`src/sv/front_panel_display_ram_controller_defines.svh`:
```
// Assertion macros for the front-panel display controller.
// Included by the top-level module, which carries the concurrent assertions; no dependencies.
`ifndef FRONT_PANEL_DISPLAY_RAM_CONTROLLER_DEFINES_SVH
`define FRONT_PANEL_DISPLAY_RAM_CONTROLLER_DEFINES_SVH

// same-cycle implication, disabled in reset
`define FPD_ASSERT_IMPL(label, clk, rst, ante, cons) \
   label: assert property (@(posedge clk) disable iff (rst) (ante) |-> (cons)) \
      else $error("fpd assertion failed");

// next-cycle implication, disabled in reset
`define FPD_ASSERT_NEXT(label, clk, rst, ante, cons) \
   label: assert property (@(posedge clk) disable iff (rst) (ante) |=> (cons)) \
      else $error("fpd assertion failed");

`endif

```
`src/sv/fpd_pkg.sv`:
```
// Package for the front-panel display controller: opcodes, states, structs,
// display tables and digit helpers. No dependencies.
`timescale 1ns / 1ps

package fpd_pkg;

   localparam int IMAGE_BYTES = 14;
   localparam int ADDR_W      = $clog2(IMAGE_BYTES);
   localparam int FONT_W      = 35;
   localparam int KEYMAP_W    = 25;
   localparam int SEG_W       = 7;
   localparam int DIGITS      = 6;
   localparam int RING_SEGS   = 8;
   localparam int ICON_COUNT  = 9;
   localparam int BUTTONS     = 5;
   localparam int KEY_BITS    = 20;
   localparam int KEY_NUM_W   = 5;
   localparam int SCAN_BYTES  = 5;

   localparam logic [7:0] CMD_DATA_WRITE = 8'h44;
   localparam logic [7:0] CMD_ADDR_BASE  = 8'hC0;
   localparam logic [7:0] CMD_BRIGHTNESS = 8'h88;
   localparam logic [7:0] COLON_BIT      = 8'd64;
   localparam logic [7:0] DIGIT_MASK     = 8'h02 | 8'h80 | 8'h04 | 8'h08 | 8'h10 | 8'h20;
   localparam logic [3:0] BRIGHT_MAX     = 4'd7;
   localparam logic [3:0] PROGRESS_MAX   = 4'd8;
   localparam logic [3:0] RING_POS_LAST  = 4'd7;
   localparam logic [3:0] ICON_LAST      = 4'd8;
   localparam logic [4:0] KEY_NUM_LAST   = 5'd19;

   localparam logic [ADDR_W-1:0] COLON_ADDR [2] = '{4'd2, 4'd4};

   // segment position masks: left tens/ones, center tens/ones, right tens/ones
   localparam logic [7:0] DIGIT_POS [DIGITS] = '{8'd2, 8'd128, 8'd4, 8'd8, 8'd16, 8'd32};

   localparam logic [ADDR_W-1:0] RING_ADDR [RING_SEGS] =
      '{4'd3, 4'd11, 4'd13, 4'd7, 4'd5, 4'd9, 4'd13, 4'd1};
   localparam logic [7:0] RING_BIT [RING_SEGS] =
      '{8'd1, 8'd1, 8'd1, 8'd1, 8'd1, 8'd1, 8'd2, 8'd1};

   localparam logic [ADDR_W-1:0] ICON_ADDR [ICON_COUNT] =
      '{4'd1, 4'd3, 4'd5, 4'd7, 4'd9, 4'd11, 4'd0, 4'd6, 4'd8};
   localparam logic [7:0] ICON_BIT [ICON_COUNT] =
      '{8'd2, 8'd2, 8'd2, 8'd2, 8'd2, 8'd2, 8'd64, 8'd64, 8'd64};

   typedef enum logic [3:0] {
      OP_CLEAR         = 4'd0,
      OP_VALUES        = 4'd1,
      OP_COLON         = 4'd2,
      OP_ICON          = 4'd3,
      OP_DISC_SINGLE   = 4'd4,
      OP_DISC_PROGRESS = 4'd5,
      OP_DISC_RAW      = 4'd6,
      OP_UPDATE        = 4'd7,
      OP_BRIGHTNESS    = 4'd8,
      OP_KEYS          = 4'd9
   } op_type;

   typedef enum logic [1:0] {
      CSR_FONT_LOW  = 2'd0,
      CSR_FONT_HIGH = 2'd1,
      CSR_KEY_MAP   = 2'd2
   } csr_index_type;

   typedef enum logic [2:0] {
      ST_IDLE,
      ST_EDIT,
      ST_HEADER,
      ST_FRAMES,
      ST_SINGLE
   } state_type;

   typedef struct packed {
      op_type                      op;
      logic                        flag;
      logic [3:0]                  idx;
      logic [RING_SEGS-1:0]        ring;
      logic [DIGITS-1:0][SEG_W-1:0] seg;
   } edit_cmd_type;

   typedef struct packed {
      logic                kind;
      logic [7:0]          command;
      logic [7:0]          data;
      logic                has_data;
      logic                last;
      logic [KEY_BITS-1:0] keys;
      logic [BUTTONS-1:0]  buttons;
      logic [2:0]          first;
   } rsp_type;

   // floor(v/10) by reciprocal, exact for 7-bit v
   function automatic logic [3:0] div10(input logic [6:0] v);
      logic [14:0] p;
      p = 15'(v) * 15'd205;
      return p[14:11];
   endfunction

   function automatic logic [3:0] tens_digit(input logic [6:0] v);
      logic [3:0] q;
      q = div10(v);
      return (q >= 4'd10) ? q - 4'd10 : q;
   endfunction

   function automatic logic [3:0] ones_digit(input logic [6:0] v);
      logic [6:0] r;
      r = v - 7'(div10(v)) * 7'd10;
      return r[3:0];
   endfunction

   function automatic logic [SEG_W-1:0] font_seg(input logic [FONT_W-1:0] low,
                                                 input logic [FONT_W-1:0] high,
                                                 input logic [3:0] d);
      if (d < 4'd5) return low[SEG_W*d +: SEG_W];
      return high[SEG_W*(d - 4'd5) +: SEG_W];
   endfunction

endpackage

```
`src/sv/fpd_byte_unit.sv`:
```
// Shared byte update unit: computes the new value of one display image byte
// for an edit command. Depends on fpd_pkg.
`timescale 1ns / 1ps

module fpd_byte_unit (
   input  fpd_pkg::edit_cmd_type      cmd,
   input  logic [fpd_pkg::ADDR_W-1:0] addr,
   input  logic [7:0]                 old_byte,
   output logic [7:0]                 new_byte
);

   logic [2:0] seg_row;
   logic [7:0] set_mask;
   logic [7:0] clr_mask;

   assign seg_row = addr[3:1];

   always_comb begin
      new_byte = old_byte;
      set_mask = '0;
      clr_mask = '0;
      unique case (cmd.op)
         fpd_pkg::OP_CLEAR: begin
            new_byte = '0;
         end
         fpd_pkg::OP_VALUES: begin
            if (!addr[0]) begin
               for (int j = 0; j < fpd_pkg::DIGITS; j++) begin
                  if (cmd.seg[j][seg_row]) set_mask = set_mask | fpd_pkg::DIGIT_POS[j];
               end
               new_byte = (old_byte & ~fpd_pkg::DIGIT_MASK) | set_mask;
            end
         end
         fpd_pkg::OP_COLON: begin
            if (addr == fpd_pkg::COLON_ADDR[0] || addr == fpd_pkg::COLON_ADDR[1]) begin
               new_byte = cmd.flag ? (old_byte | fpd_pkg::COLON_BIT)
                                   : (old_byte & ~fpd_pkg::COLON_BIT);
            end
         end
         fpd_pkg::OP_ICON: begin
            if (cmd.idx <= fpd_pkg::ICON_LAST && fpd_pkg::ICON_ADDR[cmd.idx] == addr) begin
               new_byte = cmd.flag ? (old_byte | fpd_pkg::ICON_BIT[cmd.idx])
                                   : (old_byte & ~fpd_pkg::ICON_BIT[cmd.idx]);
            end
         end
         fpd_pkg::OP_DISC_SINGLE, fpd_pkg::OP_DISC_PROGRESS, fpd_pkg::OP_DISC_RAW: begin
            for (int i = 0; i < fpd_pkg::RING_SEGS; i++) begin
               if (fpd_pkg::RING_ADDR[i] == addr) begin
                  clr_mask = clr_mask | fpd_pkg::RING_BIT[i];
                  if (cmd.ring[i]) set_mask = set_mask | fpd_pkg::RING_BIT[i];
               end
            end
            new_byte = (old_byte & ~clr_mask) | set_mask;
         end
         default: ;
      endcase
   end

endmodule

```
`src/sv/front_panel_display_ram_controller.sv`:
```
// Front-panel display controller top level: command sequencer, 14-byte image,
// key decode and output word register. Depends on fpd_pkg, fpd_byte_unit and
// front_panel_display_ram_controller_defines.svh.
//
// Usage:
//   req_*  : one command word per handshake; req_ready is high only when idle.
//   rsp_*  : result words (serial frames or one key result), held in an output
//            register until rsp_ready takes them.
//   csr_*  : font and key map writes, always ready, index 0..2.
// Timing:
//   Edit commands (clear, values, colon, icon, disc) walk the image one byte
//   per cycle through the shared byte unit, then return to idle.
//   Update emits 15 frames, one per cycle while rsp_ready stays high; the
//   header word is loaded into the output register from the header state
//   that follows acceptance. Brightness and keys each give one result word.
//   A stalled receiver holds the sequencer in place; nothing is dropped.
// Reset: clears the image, loads the default font and key map and empties the
//   output register.
`timescale 1ns / 1ps
`include "front_panel_display_ram_controller_defines.svh"

module front_panel_display_ram_controller (
   input  logic        clock,
   input  logic        reset,
   input  logic        req_valid,
   output logic        req_ready,
   input  logic [3:0]  req_opcode,
   input  logic [6:0]  req_left_value,
   input  logic [6:0]  req_center_value,
   input  logic [6:0]  req_right_value,
   input  logic [2:0]  req_blank_groups,
   input  logic        req_flag_on,
   input  logic [3:0]  req_item_index,
   input  logic [7:0]  req_ring_mask,
   input  logic [39:0] req_key_scan_bytes,
   output logic        rsp_valid,
   input  logic        rsp_ready,
   output logic        rsp_result_kind,
   output logic [7:0]  rsp_frame_command,
   output logic [7:0]  rsp_frame_data,
   output logic        rsp_frame_has_data,
   output logic        rsp_frame_last,
   output logic [19:0] rsp_key_vector,
   output logic [4:0]  rsp_button_bits,
   output logic [2:0]  rsp_first_button,
   input  logic        csr_valid,
   output logic        csr_ready,
   input  logic [1:0]  csr_index,
   input  logic [34:0] csr_data
);

   localparam logic [fpd_pkg::ADDR_W-1:0] ADDR_LAST = fpd_pkg::ADDR_W'(fpd_pkg::IMAGE_BYTES - 1);

   fpd_pkg::state_type    state_ff, state_in;
   logic [fpd_pkg::ADDR_W-1:0] cnt_ff, cnt_in;
   fpd_pkg::edit_cmd_type cmd_ff, cmd_in, accept_cmd;
   fpd_pkg::rsp_type      pend_ff, pend_in, single_rsp;
   fpd_pkg::rsp_type      rsp_ff, rsp_next;
   logic                  rsp_valid_ff, rsp_valid_in;
   logic                  rsp_load;
   logic [7:0]            image_ff [fpd_pkg::IMAGE_BYTES];
   logic                  img_we;
   logic [7:0]            rd_byte, new_byte;

   logic [fpd_pkg::FONT_W-1:0]   font_low_ff, font_high_ff;
   logic [fpd_pkg::KEYMAP_W-1:0] key_map_ff;

   fpd_pkg::op_type       req_op;
   logic [6:0]            group_value [3];
   logic                  req_fire, slot_free;
   logic [fpd_pkg::KEY_BITS-1:0] keys;
   logic [fpd_pkg::BUTTONS-1:0]  buttons;
   logic [2:0]            first;
   logic [7:0]            scan_byte;
   logic [4:0]            key_num;
   logic [3:0]            level;

   assign req_op    = fpd_pkg::op_type'(req_opcode);
   assign req_ready = (state_ff == fpd_pkg::ST_IDLE);
   assign req_fire  = req_valid && req_ready;
   assign slot_free = !rsp_valid_ff || rsp_ready;
   assign csr_ready = 1'b1;

   assign group_value[0] = req_left_value;
   assign group_value[1] = req_center_value;
   assign group_value[2] = req_right_value;

   function automatic logic [7:0] ring_of(input fpd_pkg::op_type op, input logic [3:0] idx,
                                          input logic [7:0] raw);
      logic [3:0] n;
      n = (idx > fpd_pkg::PROGRESS_MAX) ? fpd_pkg::PROGRESS_MAX : idx;
      if (op == fpd_pkg::OP_DISC_SINGLE)
         return (idx <= fpd_pkg::RING_POS_LAST) ? (8'd1 << idx[2:0]) : 8'd0;
      if (op == fpd_pkg::OP_DISC_PROGRESS)
         return 8'((9'd1 << n) - 9'd1);
      return raw;
   endfunction

   // command latched for the edit sweep
   always_comb begin
      accept_cmd.op   = req_op;
      accept_cmd.flag = req_flag_on;
      accept_cmd.idx  = req_item_index;
      accept_cmd.ring = ring_of(req_op, req_item_index, req_ring_mask);
      for (int g = 0; g < 3; g++) begin
         accept_cmd.seg[2*g]   = req_blank_groups[g] ? '0 :
            fpd_pkg::font_seg(font_low_ff, font_high_ff, fpd_pkg::tens_digit(group_value[g]));
         accept_cmd.seg[2*g+1] = req_blank_groups[g] ? '0 :
            fpd_pkg::font_seg(font_low_ff, font_high_ff, fpd_pkg::ones_digit(group_value[g]));
      end
   end

   // key decode and brightness word
   always_comb begin
      keys    = '0;
      buttons = '0;
      first   = '0;
      for (int p = 0; p < fpd_pkg::SCAN_BYTES; p++) begin
         scan_byte     = req_key_scan_bytes[8*p +: 8];
         keys[4*p]     = scan_byte[0];
         keys[4*p + 1] = scan_byte[1];
         keys[4*p + 2] = scan_byte[3];
         keys[4*p + 3] = scan_byte[4];
      end
      for (int i = 0; i < fpd_pkg::BUTTONS; i++) begin
         key_num = key_map_ff[fpd_pkg::KEY_NUM_W*i +: fpd_pkg::KEY_NUM_W];
         if (key_num <= fpd_pkg::KEY_NUM_LAST) buttons[i] = keys[key_num];
      end
      for (int i = fpd_pkg::BUTTONS - 1; i >= 0; i--) begin
         if (buttons[i]) first = 3'(i + 1);
      end
      level = (req_item_index > fpd_pkg::BRIGHT_MAX) ? fpd_pkg::BRIGHT_MAX : req_item_index;
      single_rsp = '0;
      if (req_op == fpd_pkg::OP_KEYS) begin
         single_rsp.kind    = 1'b1;
         single_rsp.keys    = keys;
         single_rsp.buttons = buttons;
         single_rsp.first   = first;
      end else begin
         single_rsp.command = fpd_pkg::CMD_BRIGHTNESS | {4'd0, level};
         single_rsp.last    = 1'b1;
      end
   end

   assign rd_byte = image_ff[cnt_ff];

   fpd_byte_unit u_byte_unit (
      .cmd      (cmd_ff),
      .addr     (cnt_ff),
      .old_byte (rd_byte),
      .new_byte (new_byte)
   );

   always_comb begin
      state_in = state_ff;
      cnt_in   = cnt_ff;
      cmd_in   = cmd_ff;
      pend_in  = pend_ff;
      img_we   = 1'b0;
      rsp_load = 1'b0;
      rsp_next = '0;
      unique case (state_ff)
         fpd_pkg::ST_IDLE: begin
            if (req_fire) begin
               cmd_in = accept_cmd;
               cnt_in = '0;
               unique case (req_op) inside
                  [fpd_pkg::OP_CLEAR:fpd_pkg::OP_DISC_RAW]: state_in = fpd_pkg::ST_EDIT;
                  fpd_pkg::OP_UPDATE: state_in = fpd_pkg::ST_HEADER;
                  fpd_pkg::OP_BRIGHTNESS, fpd_pkg::OP_KEYS: begin
                     pend_in  = single_rsp;
                     state_in = fpd_pkg::ST_SINGLE;
                  end
                  default: ;
               endcase
            end
         end
         fpd_pkg::ST_EDIT: begin
            img_we = 1'b1;
            if (cnt_ff == ADDR_LAST) state_in = fpd_pkg::ST_IDLE;
            else cnt_in = cnt_ff + 1'b1;
         end
         fpd_pkg::ST_HEADER: begin
            if (slot_free) begin
               rsp_load         = 1'b1;
               rsp_next.command = fpd_pkg::CMD_DATA_WRITE;
               state_in         = fpd_pkg::ST_FRAMES;
            end
         end
         fpd_pkg::ST_FRAMES: begin
            if (slot_free) begin
               rsp_load          = 1'b1;
               rsp_next.command  = fpd_pkg::CMD_ADDR_BASE + 8'(cnt_ff);
               rsp_next.data     = rd_byte;
               rsp_next.has_data = 1'b1;
               rsp_next.last     = (cnt_ff == ADDR_LAST);
               if (cnt_ff == ADDR_LAST) state_in = fpd_pkg::ST_IDLE;
               else cnt_in = cnt_ff + 1'b1;
            end
         end
         fpd_pkg::ST_SINGLE: begin
            if (slot_free) begin
               rsp_load = 1'b1;
               rsp_next = pend_ff;
               state_in = fpd_pkg::ST_IDLE;
            end
         end
         default: state_in = fpd_pkg::ST_IDLE;
      endcase
      rsp_valid_in = rsp_load ? 1'b1 : (rsp_valid_ff && !rsp_ready);
   end

   always_ff @(posedge clock) begin
      if (reset) begin
         state_ff     <= fpd_pkg::ST_IDLE;
         cnt_ff       <= '0;
         rsp_valid_ff <= 1'b0;
      end else begin
         state_ff     <= state_in;
         cnt_ff       <= cnt_in;
         rsp_valid_ff <= rsp_valid_in;
      end
   end

   always_ff @(posedge clock) begin
      cmd_ff  <= cmd_in;
      pend_ff <= pend_in;
      if (rsp_load) rsp_ff <= rsp_next;
   end

   always_ff @(posedge clock) begin
      if (reset) begin
         for (int i = 0; i < fpd_pkg::IMAGE_BYTES; i++) image_ff[i] <= '0;
      end else if (img_we) begin
         image_ff[cnt_ff] <= new_byte;
      end
   end

   always_ff @(posedge clock) begin
      if (reset) begin
         font_low_ff  <= 35'd27547583295;
         font_high_ff <= 35'd30062804717;
         key_map_ff   <= 25'd33554431;
      end else if (csr_valid && csr_ready) begin
         unique case (fpd_pkg::csr_index_type'(csr_index))
            fpd_pkg::CSR_FONT_LOW:  font_low_ff  <= csr_data;
            fpd_pkg::CSR_FONT_HIGH: font_high_ff <= csr_data;
            fpd_pkg::CSR_KEY_MAP:   key_map_ff   <= csr_data[fpd_pkg::KEYMAP_W-1:0];
            default: ;
         endcase
      end
   end

   assign rsp_valid          = rsp_valid_ff;
   assign rsp_result_kind    = rsp_ff.kind;
   assign rsp_frame_command  = rsp_ff.command;
   assign rsp_frame_data     = rsp_ff.data;
   assign rsp_frame_has_data = rsp_ff.has_data;
   assign rsp_frame_last     = rsp_ff.last;
   assign rsp_key_vector     = rsp_ff.keys;
   assign rsp_button_bits    = rsp_ff.buttons;
   assign rsp_first_button   = rsp_ff.first;

   `FPD_ASSERT_NEXT(a_update_header, clock, reset,
      req_fire && req_op == fpd_pkg::OP_UPDATE, state_ff == fpd_pkg::ST_HEADER)
   `FPD_ASSERT_IMPL(a_last_is_frame, clock, reset,
      rsp_valid_ff && rsp_ff.last, !rsp_ff.kind)
   `FPD_ASSERT_NEXT(a_edit_quiet, clock, reset,
      state_ff == fpd_pkg::ST_EDIT && !rsp_valid_ff, !rsp_valid_ff)
   `FPD_ASSERT_NEXT(a_frames_end, clock, reset,
      state_ff == fpd_pkg::ST_FRAMES && rsp_load && rsp_next.last,
      state_ff == fpd_pkg::ST_IDLE && rsp_valid_ff)

endmodule
```
`config.mk`:
```
export PLATFORM = sky130hd
export DESIGN_NAME = front_panel_display_ram_controller
export DESIGN_NICKNAME = d
export VERILOG_FILES = /design/src/sv/fpd_pkg.sv /design/src/sv/fpd_byte_unit.sv /design/src/sv/front_panel_display_ram_controller.sv
export VERILOG_INCLUDE_DIRS = /design/src /design/src/sv
export SDC_FILE = /design/constraint.sdc
export NUM_CORES = 1
export LEC_CHECK = 0
export ABC_AREA = 0
export BUFFER_PORTS_ARGS = -buffer_cell sky130_fd_sc_hd__buf_2
export CORE_MARGIN = 10
export CORE_UTILIZATION = 35
export CTS_CLUSTER_DIAMETER = 100
export DETAILED_ROUTE_END_ITERATION = 8
export GPL_TIMING_DRIVEN = 0
export PLACE_DENSITY = 0.52
export SYNTH_ARGS = -nofsm -noshare
export SYNTH_HDL_FRONTEND = slang
export SYNTH_SLANG_ARGS = --single-unit
```
`constraint.sdc`:
```
create_clock -name clock -period 14 [get_ports clock]
set_input_delay 3.5 -clock clock [delete_from_list [all_inputs] [get_ports clock]]
set_output_delay 3.5 -clock clock [all_outputs]
set_load 0.005 [all_outputs]
```
== Word-level counts from Yosys, hierarchy flattened ==
Memories as Yosys holds them, arrays and structs flattened. A register that Yosys moved wholly into a read port is not among the register bits.
Cells that the tools add are included.

* Add/sub/neg operators: 15
* $mul: 18
* Magnitude comparators: 27
* Equal/unequal tests: 33
* Shifts and indexed selects: 14
* Mux-type cells: 142
* Bitwise operators: 9
* Reduce and logical (&&, ||, !) cells: 26

{| class="wikitable"
|+ Operator list
! operator !! number
|-
| 35-bit by 33-bit indexed part select with 7-bit output || 6
|-
| 35-bit by 8-bit indexed part select with 7-bit output || 6
|-
| 8-bit two-way mux || 20
|-
| 7-bit two-way mux || 15
|-
| 1-bit two-way mux || 58
|-
| 4-bit by 5-bit multiplier with 9-bit output (first input constant) || 6
|-
| 4-bit two-way mux || 13
|-
| 46-bit two-way mux || 1
|-
| 7-bit by 8-bit multiplier with 15-bit output (second input constant) || 3
|-
| 3-bit by 4-bit multiplier with 7-bit output (first input constant) || 6
|-
| 8-bit case mux with 5 select lines || 1
|-
| 5-bit by 6-bit less-than comparator with 1-bit output (second input constant) || 5
|-
| 4-bit by 3-bit subtractor with 5-bit output (second input constant) || 6
|-
| 4-bit by 3-bit == test with 1-bit output (second input constant) || 7
|-
| 3-bit two-way mux || 9
|-
| 1-bit binary-select mux with 5-bit select || 5
|-
| 5-bit <= comparator (second input constant) || 5
|-
| 4-bit by 3-bit less-than comparator with 1-bit output (second input constant) || 6
|-
| 8-bit case mux with 3 select lines || 1
|-
| 10-bit case mux with 2 select lines || 1
|-
| 1-bit binary-select mux with 3-bit select || 6
|-
| 18-bit two-way mux || 1
|-
| 8-bit bitwise AND || 2
|-
| 8-bit NOT || 2
|-
| other kinds (56) || 93
|}

* Register bits after elaboration: 247
* Memory bits (writable): 112
* Memory bits (read-only): 192
* Input bits: 123
* Logic and storage cells: 320
* Memories kept: 3

{| class="wikitable"
|+ Memories
! memory !! words !! bits a word !! read ports !! clocked after memory_dff !! write ports !! RTL line !! RTL
|-
| (name not given) || 16 || 8 || 1 || 0 || 0 || fpd_byte_unit.sv:42 || <nowiki>new_byte = cmd.flag ? (old_byte | fpd_pkg::ICON_BIT[cmd.idx])</nowiki>
|-
| image_ff || 14 || 8 || 1 || 1 || 14 || front_panel_display_ram_controller.sv:61 || <nowiki>logic [7:0] image_ff [fpd_pkg::IMAGE_BYTES];</nowiki>
|-
| (name not given) || 16 || 4 || 1 || 0 || 0 || fpd_byte_unit.sv:41 || <nowiki>if (cmd.idx <= fpd_pkg::ICON_LAST && fpd_pkg::ICON_ADDR[cmd.idx] == addr) begin</nowiki>
|}

== Longest topological paths before layout ==
Gate-level depths: netlist of run 1.

* Word-level depth: 22
* Mapped depth: 41
* Depth with buffers taken out: 36

== By module ==
From an unflattened synthesis of run 1, not the netlist that was laid out.

* Cell total of the unflattened synthesis: 3392
* Area, all modules: 33803.7 sq um

{| class="wikitable"
|+ By module, submodules not included
! module !! times used !! cells each !! area an instance (sq um)
|-
| front_panel_display_ram_controller || 1 || 3277 || 32895.3
|-
| fpd_byte_unit || 1 || 115 || 908.4
|}

== Least setup slack after synthesis of run 1 ==
Ideal clock, no wire load.

* Kind: input-to-reg
* Start point: in req_center_value[4]
* End point: reg cmd_ff[24] (netlist name) (data pin)
* Setup time: 0.274 ns
* Arrival time: 12.248 ns
* Data required time: 13.726 ns
* Path slack: 1.477 ns
* Stages on the path: 33
* Buffers on the path: 7
* Cells stage by stage: ha_1 -> inv_1 -> fa_1 -> inv_1 -> ha_1 -> inv_1 -> fa_1 -> inv_1 -> ha_1 -> a21oi_1 -> a221oi_1 -> nor4_1 -> nor3_4 -> inv_2 -> buf_1 -> clkbuf_1 -> clkbuf_1 -> ha_1 -> ha_1 -> buf_1 -> buf_1 -> clkbuf_1 -> inv_1 -> ha_1 -> inv_1 -> fa_1 -> fa_1 -> xor2_1 -> clkbuf_1 -> mux4_2 -> mux2_2 -> nand3_1 -> a31oi_1

* Longest elaborated chain between the ends: 7
* Elaborated cells between the ends (all ways): 12

{| class="wikitable"
|+ Ends and longest elaborated chain
! what !! RTL line !! RTL
|-
| start: declaration || front_panel_display_ram_controller.sv:29 || <nowiki>input logic [6:0] req_center_value,</nowiki>
|-
| 7-bit by 8-bit multiplier with 15-bit output * || fpd_pkg.sv:95 || <nowiki>p = 15'(v) * 15'd205;</nowiki>
|-
| 4-bit by 3-bit multiplier with 3-bit output * || fpd_pkg.sv:107 || <nowiki>r = v - 7'(div10(v)) * 7'd10;</nowiki>
|-
| 4-bit subtractor * || fpd_pkg.sv:107 ||
|-
| 4-bit by 3-bit subtractor with 5-bit output / 3-bit by 4-bit multiplier with 7-bit output (equally long branches) || fpd_pkg.sv:115, fpd_pkg.sv:114 ||
|-
| 4-bit by 5-bit multiplier with 9-bit output / 35-bit by 8-bit indexed part select with 7-bit output (equally long branches) || fpd_pkg.sv:115, fpd_pkg.sv:114 ||
|-
| 35-bit by 33-bit indexed part select with 7-bit output / 7-bit two-way mux (equally long branches) || fpd_pkg.sv:115, fpd_pkg.sv:114 ||
|-
| 7-bit two-way mux * || fpd_pkg.sv:115 || <nowiki>return high[SEG_W*(d - 4'd5) +: SEG_W];</nowiki>
|-
| end signal: assignment || front_panel_display_ram_controller.sv:226 || <nowiki>cmd_ff <= cmd_in;</nowiki>
|-
| end: declaration || front_panel_display_ram_controller.sv:56 || <nowiki>fpd_pkg::edit_cmd_type cmd_ff, cmd_in, accept_cmd;</nowiki>
|}

Mark *: on every way between the ends. The rest lies on a longest branch, timed or not. The select of a mux whose other input is x is not followed.
A chain may end at the register's enable or synchronous reset.

== Worst setup path in the final report of run 1 ==
* Start point: in req_right_value[4]
* End point: reg cmd_ff[38] (netlist name) (data pin)

* Longest elaborated chain between the ends: 7
* Elaborated cells between the ends (all ways): 12

{| class="wikitable"
|+ Ends and longest elaborated chain
! what !! RTL line !! RTL
|-
| start: declaration || front_panel_display_ram_controller.sv:30 || <nowiki>input logic [6:0] req_right_value,</nowiki>
|-
| 7-bit by 8-bit multiplier with 15-bit output * || fpd_pkg.sv:95 ||
|-
| 4-bit by 3-bit multiplier with 3-bit output * || fpd_pkg.sv:107 ||
|-
| 4-bit subtractor * || fpd_pkg.sv:107 ||
|-
| 4-bit by 3-bit subtractor with 5-bit output / 3-bit by 4-bit multiplier with 7-bit output (equally long branches) || fpd_pkg.sv:115, fpd_pkg.sv:114 ||
|-
| 4-bit by 5-bit multiplier with 9-bit output / 35-bit by 8-bit indexed part select with 7-bit output (equally long branches) || fpd_pkg.sv:115, fpd_pkg.sv:114 ||
|-
| 35-bit by 33-bit indexed part select with 7-bit output / 7-bit two-way mux (equally long branches) || fpd_pkg.sv:115, fpd_pkg.sv:114 ||
|-
| 7-bit two-way mux * || fpd_pkg.sv:115 ||
|}

Marked as above.

==> results of run 1 <==
-- worst reg2reg max path, cell delays in order (launching register included) --
cell and delay (ps):
dfxtp_1 710, clkbuf_1 790, clkbuf_1 1010, mux2i_1 310, nor3_1 420, o22ai_1 130
o21ai_0 160, o311ai_0 290, o22ai_1 610
-- sequential cells by signal (all words and copies together) (netlist names), 3 cells and up, named ones only --
register / count
key_map_ff: 25
cnt_ff: 4
rsp_first_button: 3
image_ff: 128
pend_ff: 33
state_ff: 3
rsp_frame_data: 8
rsp_frame_command: 6
font_high_ff: 35
rsp_key_vector: 20
rsp_button_bits: 5
cmd_ff: 59
font_low_ff: 35
-- worst min path at each step --
stage	startpoint	cells after the start	endpoint	slack [ps]
final	key_map_ff[19]$_SDFFE_PP1P_	2	key_map_ff[19]$_SDFFE_PP1P_	500
after global routing	key_map_ff[23]$_SDFFE_PP1P_	2	key_map_ff[23]$_SDFFE_PP1P_	530
after CTS	key_map_ff[19]$_SDFFE_PP1P_	2	key_map_ff[19]$_SDFFE_PP1P_	500
after detailed placement	key_map_ff[19]$_SDFFE_PP1P_	2	key_map_ff[19]$_SDFFE_PP1P_	490
after global placement	key_map_ff[19]$_SDFFE_PP1P_	2	key_map_ff[19]$_SDFFE_PP1P_	480
after floorplan	key_map_ff[14]$_SDFFE_PP1P_	2	key_map_ff[14]$_SDFFE_PP1P_	460
-- cells by family after synthesis --
logic type	Yosys count
AND/OR/NAND/NOR	1119
AO/OA/AOI/OAI	553
multiplexers	476
buffers and inverters	467
flip-flops	372
adder cells (fa/ha/maj)	211
XOR/XNOR	87
other	2
-- layer usage --
layer / track usage / share of wire / vias to the layer above / routed length (microns)
li1: - / - / 12600 / -
met1: 0.307 / 0.41 / 14100 / 52100
met2: 0.357 / 0.44 / 1696 / 56700
met3: 0.0671 / 0.11 / 310 / 14500
met4: 0.0796 / 0.037 / 8 / 4800
met5: 0 / 0.00044 / - / 57
-- cells in the final DEF, fill, tap and decap left out, types with 10 or more instances in the layout --
cell	instances
o211ai_1	16
buf_2	165
xor2_1	28
and3_1	47
nand4_1	19
edfxtp_1	265
nand2_1	385
a31oi_1	47
nand3b_1	81
mux2_2	28
o22ai_1	18
nor3_1	44
o21a_1	10
inv_1	176
a311oi_1	10
and2_1	50
a22o_1	11
or3_1	11
or2_2	13
nor2b_1	25
nand2b_1	36
a21o_1	29
o21ai_0	85
buf_1	26
a211oi_1	22
o2111ai_1	12
clkbuf_1	230
mux4_2	232
ha_1	166
fa_1	45
a221oi_1	20
clkbuf_16	39
a22oi_1	20
xnor2_1	51
mux2i_1	214
nand3_1	76
dfxtp_1	107
nor2_1	280
a21oi_1	144
-- what timing repair did --
item,CTS,global route
gates resized for setup,6,10
hold buffers,0,0
pin swaps,1,0
setup endpoints to repair,13,20
setup buffers,2,0
-- stage by stage --
stage | cell area, sq um | setup TNS [ps]
2_1_floorplan | 32600 | 0
3_3_place_gp | 34900 | -16360
3_5_place_dp | 34900 | -15040
4_1_cts | 36100 | 0
5_1_grt | 36100 | 0
6_report | 36100 | 0
-- final cells by class --
cell class / count / area [sq um] / share of cell area
Sequential cell: 372 / 10100 / 0.280
Buffer: 276 / 1100 / 0.0305
Clock inverter: 12 / 86.3 / 0.00239
Clock buffer: 54 / 1060 / 0.0294
Inverter: 187 / 709 / 0.0196
Tap cell: 1243 / 1560 / 0.0431
Multi-Input combinational cell: 2449 / 20700 / 0.573
Antenna cell: 8 / 20.0 / 0.000554
Timing Repair Buffer: 150 / 783 / 0.0217
==> metrics.md, run 1 <==
| Metric | Value |
|---|---|
| Layout cells sized above 1 | `0.159` |
| Last weighted congestion value of the routability-driven placer | `0.996` |
| Type of destination of the critical path | `register` |
| Xor/xnor cell area share of the yosys netlist | `0.0251` |
| Count of placed standard cells including taps | `4,679` |
| Drc violations | `0` |
| CP max stage delay | `760 ps` |
| # Max-Cap Violations | `0` |
| Clock latency at the later pin of the worst-skew pair | `530 ps` |
| Worst Hold Class | `reg2reg` |
| CP top delay family | `adder cells` |
| Worst Skew | `17.9 ps` |
| Worst reg-to-reg path cell count | `8` |
| Number of distinct library cells after synthesis | `110` |
| Synth Flop Type | `edfxtp_1` |
| Area share of and/or/nand/nor cells after synthesis | `0.165` |
| Fin Hold WS | `497 ps` |
| Max Root-Sink Buffers | `3` |
| Antenna Nets Post-Route | `0` |
| Core area | `91,900 sq um` |
| Clk pin slew, worst setup/hold paths | `60 ps` |
| Total vias in the final route | `28,700` |
| Max-slew headroom | `0.155` |
| Fin crit share | `0.963` |
| Worst path slowest cell | `a311oi_1` |
| Most Frequent Cell on Critical Path | `ha_1` |
| Number of H-tree branching levels | `2` |
| Area delta synth->final | `10.9%` |
| Share of synthesized cell area in full adder, half adder and majority cells | `0.0914` |
| Detailed-route vias per instance | `6.04` |
| Number of non-filler instances in the completed layout | `4,751` |
| Antenna violations before repair | `13` |
| Crit-path max FO | `16` |
| Reg-to-Reg Start | `font_high_ff[34]$_SDFFE_PP1P_` |
| Register-to-register setup slack | `9280 ps` |
| Most area-consuming cells after synthesis | `edfxtp_1 24%, mux4_2 16%, dfxtp_1 6.6%` |
| Combinational family with the most area after synthesis | `multiplexers` |
| Most frequent cell after synthesis | `nand2_1` |
| Critical R2R Capture | `cmd_ff[33]$_SDFFCE_PP0P_` |
| First-pass GRT wire length | `187,000 microns` |
| Sequential-to-total area share from yosys stat | `0.310` |
| Total global-route track usage | `0.231` |
| Final setup violation count | `0` |
| Post-detailed-placement half-perimeter wirelength | `94,500 microns` |
| Status | `finished clean` |
| Number of warnings reported in the yosys synthesis log | `0` |
| Worst EP arrival | `13,700 ps` |
| Detailed-route wire length per cell | `27.0 microns` |
| Number of standard cells after synthesis | `3,287` |
| Proportion of synthesized area in mux cells | `0.237` |
| Count of flip-flops with a built-in enable after synthesis | `265` |
| Worst Path Buf+Inv | `9` |
| Total global routing overflow | `0` |
| Vert. Die Dim | `325 microns` |
| Total routed wirelength | `128,000 microns` |
| Placement-stage worst setup slack | `-1520 ps` |
| Detailed-router iteration count before antenna repair | `6` |
| Root Driver | `clkbuf_16` |
| Post-synthesis area per instance | `9.91 sq um` |
| Share of flip-flops with an asynchronous set or reset | `0` |
| Fraction of the mapped netlist area in compound gates | `0.115` |
| Layout Utilization | `0.393` |
| Sort of element at the start of the critical path | `input port` |
| Clock tree from TritonCTS | `yes` |
| Highest clock frequency the design can meet | `0.0742 GHz` |
| Worst-margin pin slew | `1270 ps` |
| Clock buffer count from CTS | `38` |
| Number of nets in the finished design | `3,808` |
| Flip-flop and latch count after synthesis | `372` |
| Netlist area before placement | `32,600 sq um` |
| Most frequent cells after synthesis | `385 x nand2_1, 281 x nor2_1, 265 x edfxtp_1, 232 x mux4_2, 222 x clkbuf_1` |
| Path length in cells of the critical path | `34` |
| Pin count of the biggest net entering global routing | `62` |
| Share of Yosys cell area claimed by the top area cell type | `0.244` |
| Number of DRC markers after the initial detailed-route iteration | `3,906` |
| Number of buffers added on ports | `147` |
| Top cell type by total area after synthesis | `edfxtp_1` |
| Number of max-slew violations in the final report | `0` |
| Top-level port count | `173` |
| DIE AREA | `106,000 sq um` |
| Count of fill cells added during filler insertion | `9,295` |
| Final-report hold violation count | `0` |
| Number of global-route vias before repair | `27,700` |
| Endpoint required time on the critical path | `14,220 ps` |
| Kind of critical path | `in2reg` |
| Critical path startpoint | `req_right_value[4]` |
| Final critical delay including setup and external delays | `13,480 ps` |
| Placement Rows | `111` |
| Unrepaired setup endpoints after global routing | `no` |
| Die boundary width | `325 microns` |
| Initial standard-cell utilization of the core | `0.354` |
| Clock sink count | `372` |
| Capturing element of the worst setup path | `cmd_ff[38]$_SDFFCE_PP0P_` |
| Fin worst setup slack | `516 ps` |
Power of run 1 is left out: the tool's default activity adds up to more than one toggle a clock period on the data nets, which glitch-free logic cannot reach.
==> run 2, diff against run 1 <==
Settings changed: PLACE_DENSITY 0.52 to 0.51, SYNTH_HIERARCHICAL from default to 1.
==> metrics.md, run 2 <==
| Metric | Value |
|---|---|
| Status | `finished clean` |
| Registers with the highest flip-flop counts | `image_ff x128, cmd_ff x59` |
| Detailed-route vias per instance | `6.13 (+1.4%)` |
| Total vias in the final route | `29,900 (+4.3%)` |
| Final-report hold violation count | `0 (unchanged)` |
| Register-to-register setup slack | `9510 ps (+230 ps)` |
| Number of global-route vias before repair | `28,700 (+3.8%)` |
| Post-detailed-placement half-perimeter wirelength | `101,000 microns (+7.1%)` |
| CP max stage delay | `470 ps (-290 ps)` |
| Number of distinct library cells after synthesis | `101 (-8.2%)` |
| Drc violations | `0 (unchanged)` |
| Antenna Nets Post-Route | `0 (unchanged)` |
| Max FFs per register | `128 (unchanged)` |
| Max-slew headroom | `0.117 (-0.0378)` |
| Unrepaired setup endpoints after global routing | `no` |
| Most frequent cell after synthesis | `nand2_1` |
| Endpoint required time on the critical path | `14,270 ps (+50 ps)` |
| Top cell type by total area after synthesis | `edfxtp_1` |
| Worst EP arrival | `13,600 ps (-100 ps)` |
| Number of max-slew violations in the final report | `0 (unchanged)` |
| Capturing element of the worst setup path | `cmd_ff[13]$_SDFFCE_PP0P_` |
| Share of flip-flops with an asynchronous set or reset | `0 (unchanged)` |
| Initial standard-cell utilization of the core | `0.354 (about the same)` |
| Final setup violation count | `0 (unchanged)` |
| Placement Rows | `113 (+1.8%)` |
| Worst Hold Class | `reg2reg` |
| Clock sink count | `372 (unchanged)` |
| Flip-flop and latch count after synthesis | `372 (unchanged)` |
| Type of destination of the critical path | `register` |
| Synth Flop Type | `edfxtp_1` |
| Number of nets in the finished design | `3,916 (+2.8%)` |
| Total global-route track usage | `0.240 (+0.00898)` |
| Last weighted congestion value of the routability-driven placer | `1.03 (+3.9%)` |
| Number of buffers added on ports | `148 (+0.68%)` |
| Worst-margin pin slew | `1310 ps (+45.4 ps)` |
| Top-level port count | `173 (unchanged)` |
| Kind of critical path | `in2reg` |
| Number of standard cells after synthesis | `3,392 (+3.2%)` |
| Area used by multi-input combinational logic | `21,900 sq um (+5.7%)` |
| Placement-stage worst setup slack | `-1360 ps (+168 ps)` |
| Detailed-route wire length per cell | `27.7 microns (+2.8%)` |
| Worst reg-to-reg path cell count | `11 (+3)` |
| Die boundary width | `331 microns (+1.8%)` |
| First-pass GRT wire length | `197,000 microns (+5.4%)` |
| Most common cell after layout, fill and taps aside | `nand2_1` |
| Most Frequent Cell on Critical Path | `inv_1` |
| Most area-consuming cells after synthesis | `edfxtp_1 24%, mux4_2 19%, dfxtp_1 6.3%` |
| Layout Utilization | `0.394 (+0.000716)` |
| Total global routing overflow | `0 (unchanged)` |
| Number of warnings reported in the yosys synthesis log | `6 (+6)` |
| Core area | `95,400 sq um (+3.8%)` |
| Fin worst setup slack | `679 ps (+163 ps)` |
| Critical path startpoint | `req_left_value[4]` |
| Most frequent cells after synthesis | `422 x nand2_1, 286 x mux4_2, 265 x edfxtp_1, 230 x clkbuf_1, 190 x nor2_1` |
| Clock latency at the later pin of the worst-skew pair | `570 ps (+40 ps)` |
| Antenna violations before repair | `7 (-6)` |
| Register Area | `10,100 sq um (unchanged)` |
| Max Root-Sink Buffers | `3 (unchanged)` |
| Largest register by flop count | `image_ff` |
| Vert. Die Dim | `331 microns (+1.8%)` |
| Final critical delay including setup and external delays | `13,320 ps (-163 ps)` |
| Count of fill cells added during filler insertion | `9,582 (+3.1%)` |
| DIE AREA | `109,000 sq um (+3.6%)` |
| Worst Skew | `10.6 ps (-7.30 ps)` |
| Critical R2R Capture | `image_ff[11][0]$_SDFFCE_PN0P_` |
| Fin crit share | `0.951 (-0.0117)` |
| Post-CTS Hold Buffers | `0 (unchanged)` |
| Number of H-tree branching levels | `2 (unchanged)` |
| Crit-path max FO | `10 (-6)` |
| Share of Yosys cell area claimed by the top area cell type | `0.235 (-0.00896)` |
| Detailed-router iteration count before antenna repair | `7 (+1)` |
| Clk pin slew, worst setup/hold paths | `60 ps (about the same)` |
| Netlist area before placement | `33,800 sq um (+3.8%)` |
| Number of DRC markers after the initial detailed-route iteration | `3,682 (-5.7%)` |
| Layout cells sized above 1 | `0.176 (+0.0179)` |
| Post-synthesis area per instance | `9.97 sq um (+0.59%)` |
| Clock buffer count from CTS | `40 (+5.3%)` |
| Total routed wirelength | `136,000 microns (+5.7%)` |
| Commonest cells after routing, fill and taps aside | `422 x nand2_1, 286 x mux4_2, 265 x edfxtp_1, 228 x clkbuf_1, 189 x nor2_1` |
| Area delta synth->final | `11.1%` |
| Worst path slowest cell | `fa_1` |
| Sort of element at the start of the critical path | `input port` |
| Count of flip-flops with a built-in enable after synthesis | `265 (unchanged)` |
| Highest clock frequency the design can meet | `0.0751 GHz (+1.2%)` |
| # Max-Cap Violations | `0 (unchanged)` |
| Root Driver | `clkbuf_16` |
| Pin count of the biggest net entering global routing | `35 (-44%)` |
| Sequential-to-total area share from yosys stat | `0.299 (-0.0114)` |
| Clock tree from TritonCTS | `yes` |
## run 2: critical path: cells and delay by family
| family | cells | cell delay, ps |
|---|---|---|
| buffers and inverters | 17 | 3930 |
| adder cells (fa/ha/maj) | 10 | 3250 |
| AND/OR/NAND/NOR | 6 | 1240 |
| AO/OA/AOI/OAI | 5 | 1230 |
| multiplexers | 1 | 400 |
## run 2: area by class of cell
class                      instances  area share
multi-input combinational       2537       0.583
sequential                       372       0.269
tap                             1265      0.0421
buffer                           292      0.0315
clock buffer                      45      0.0271
timing repair buffer             151      0.0210
inverter                         190      0.0191
clock inverter                    28     0.00729
antenna                            6    0.000400
## run 2: per-layer routing
layer | vias up | share of wire | global-route usage
li1 | 13100 | - | -
met4 | 0 | 0.055 | 0.113
met1 | 14800 | 0.41 | 0.318
met2 | 1695 | 0.43 | 0.359
met3 | 352 | 0.11 | 0.0689
met5 | - | 0 | 0
## run 2: worst min path at each step
stage | startpoint | endpoint | slack, ps | depth (start not counted)
3_5_place_dp | key_map_ff[9]$_SDFFE_PP1P_ | key_map_ff[9]$_SDFFE_PP1P_ | 480 | 2
5_1_grt | pend_ff[10]$_SDFFCE_PN0P_ | rsp_key_vector[2]$_SDFFCE_PN0P_ | 530 | 1
3_3_place_gp | key_map_ff[9]$_SDFFE_PP1P_ | key_map_ff[9]$_SDFFE_PP1P_ | 480 | 2
6_report | key_map_ff[9]$_SDFFE_PP1P_ | key_map_ff[9]$_SDFFE_PP1P_ | 500 | 2
2_1_floorplan | key_map_ff[14]$_SDFFE_PP1P_ | key_map_ff[14]$_SDFFE_PP1P_ | 460 | 2
4_1_cts | key_map_ff[9]$_SDFFE_PP1P_ | key_map_ff[9]$_SDFFE_PP1P_ | 490 | 2
## run 2: through the flow
stage          area (sq um)  instances  hold WS (ps)  TNS, ps
2_1_floorplan         33800       3393           460        0
3_3_place_gp          36100       4806           484   -13330
3_5_place_dp          36200       4808           484   -13160
4_1_cts               37500       4882           493        0
5_1_grt               37600       4881           527        0
6_report              37600       4886           496        0
## run 2: logic make-up after synthesis
| group | count (synthesis) | share of synthesized area |
|---|---|---|
| flops | 372 | 0.299 |
| other cells | 2 | 0.000222 |
| simple gates | 1172 | 0.174 |
| compound gates | 649 | 0.130 |
| xor+xnor | 83 | 0.0225 |
| mux | 421 | 0.231 |
| fa+ha+maj | 209 | 0.0874 |
| buf+inv | 484 | 0.0560 |
## run 2: timing repair
item / 4_1_cts / 5_1_grt
setup buffers: 1 / 0
endpoints found under the setup margin: 10 / 21
gates resized for setup: 7 / 16
pin swaps: 1 / 0
Power of run 2 is left out for the same reason.
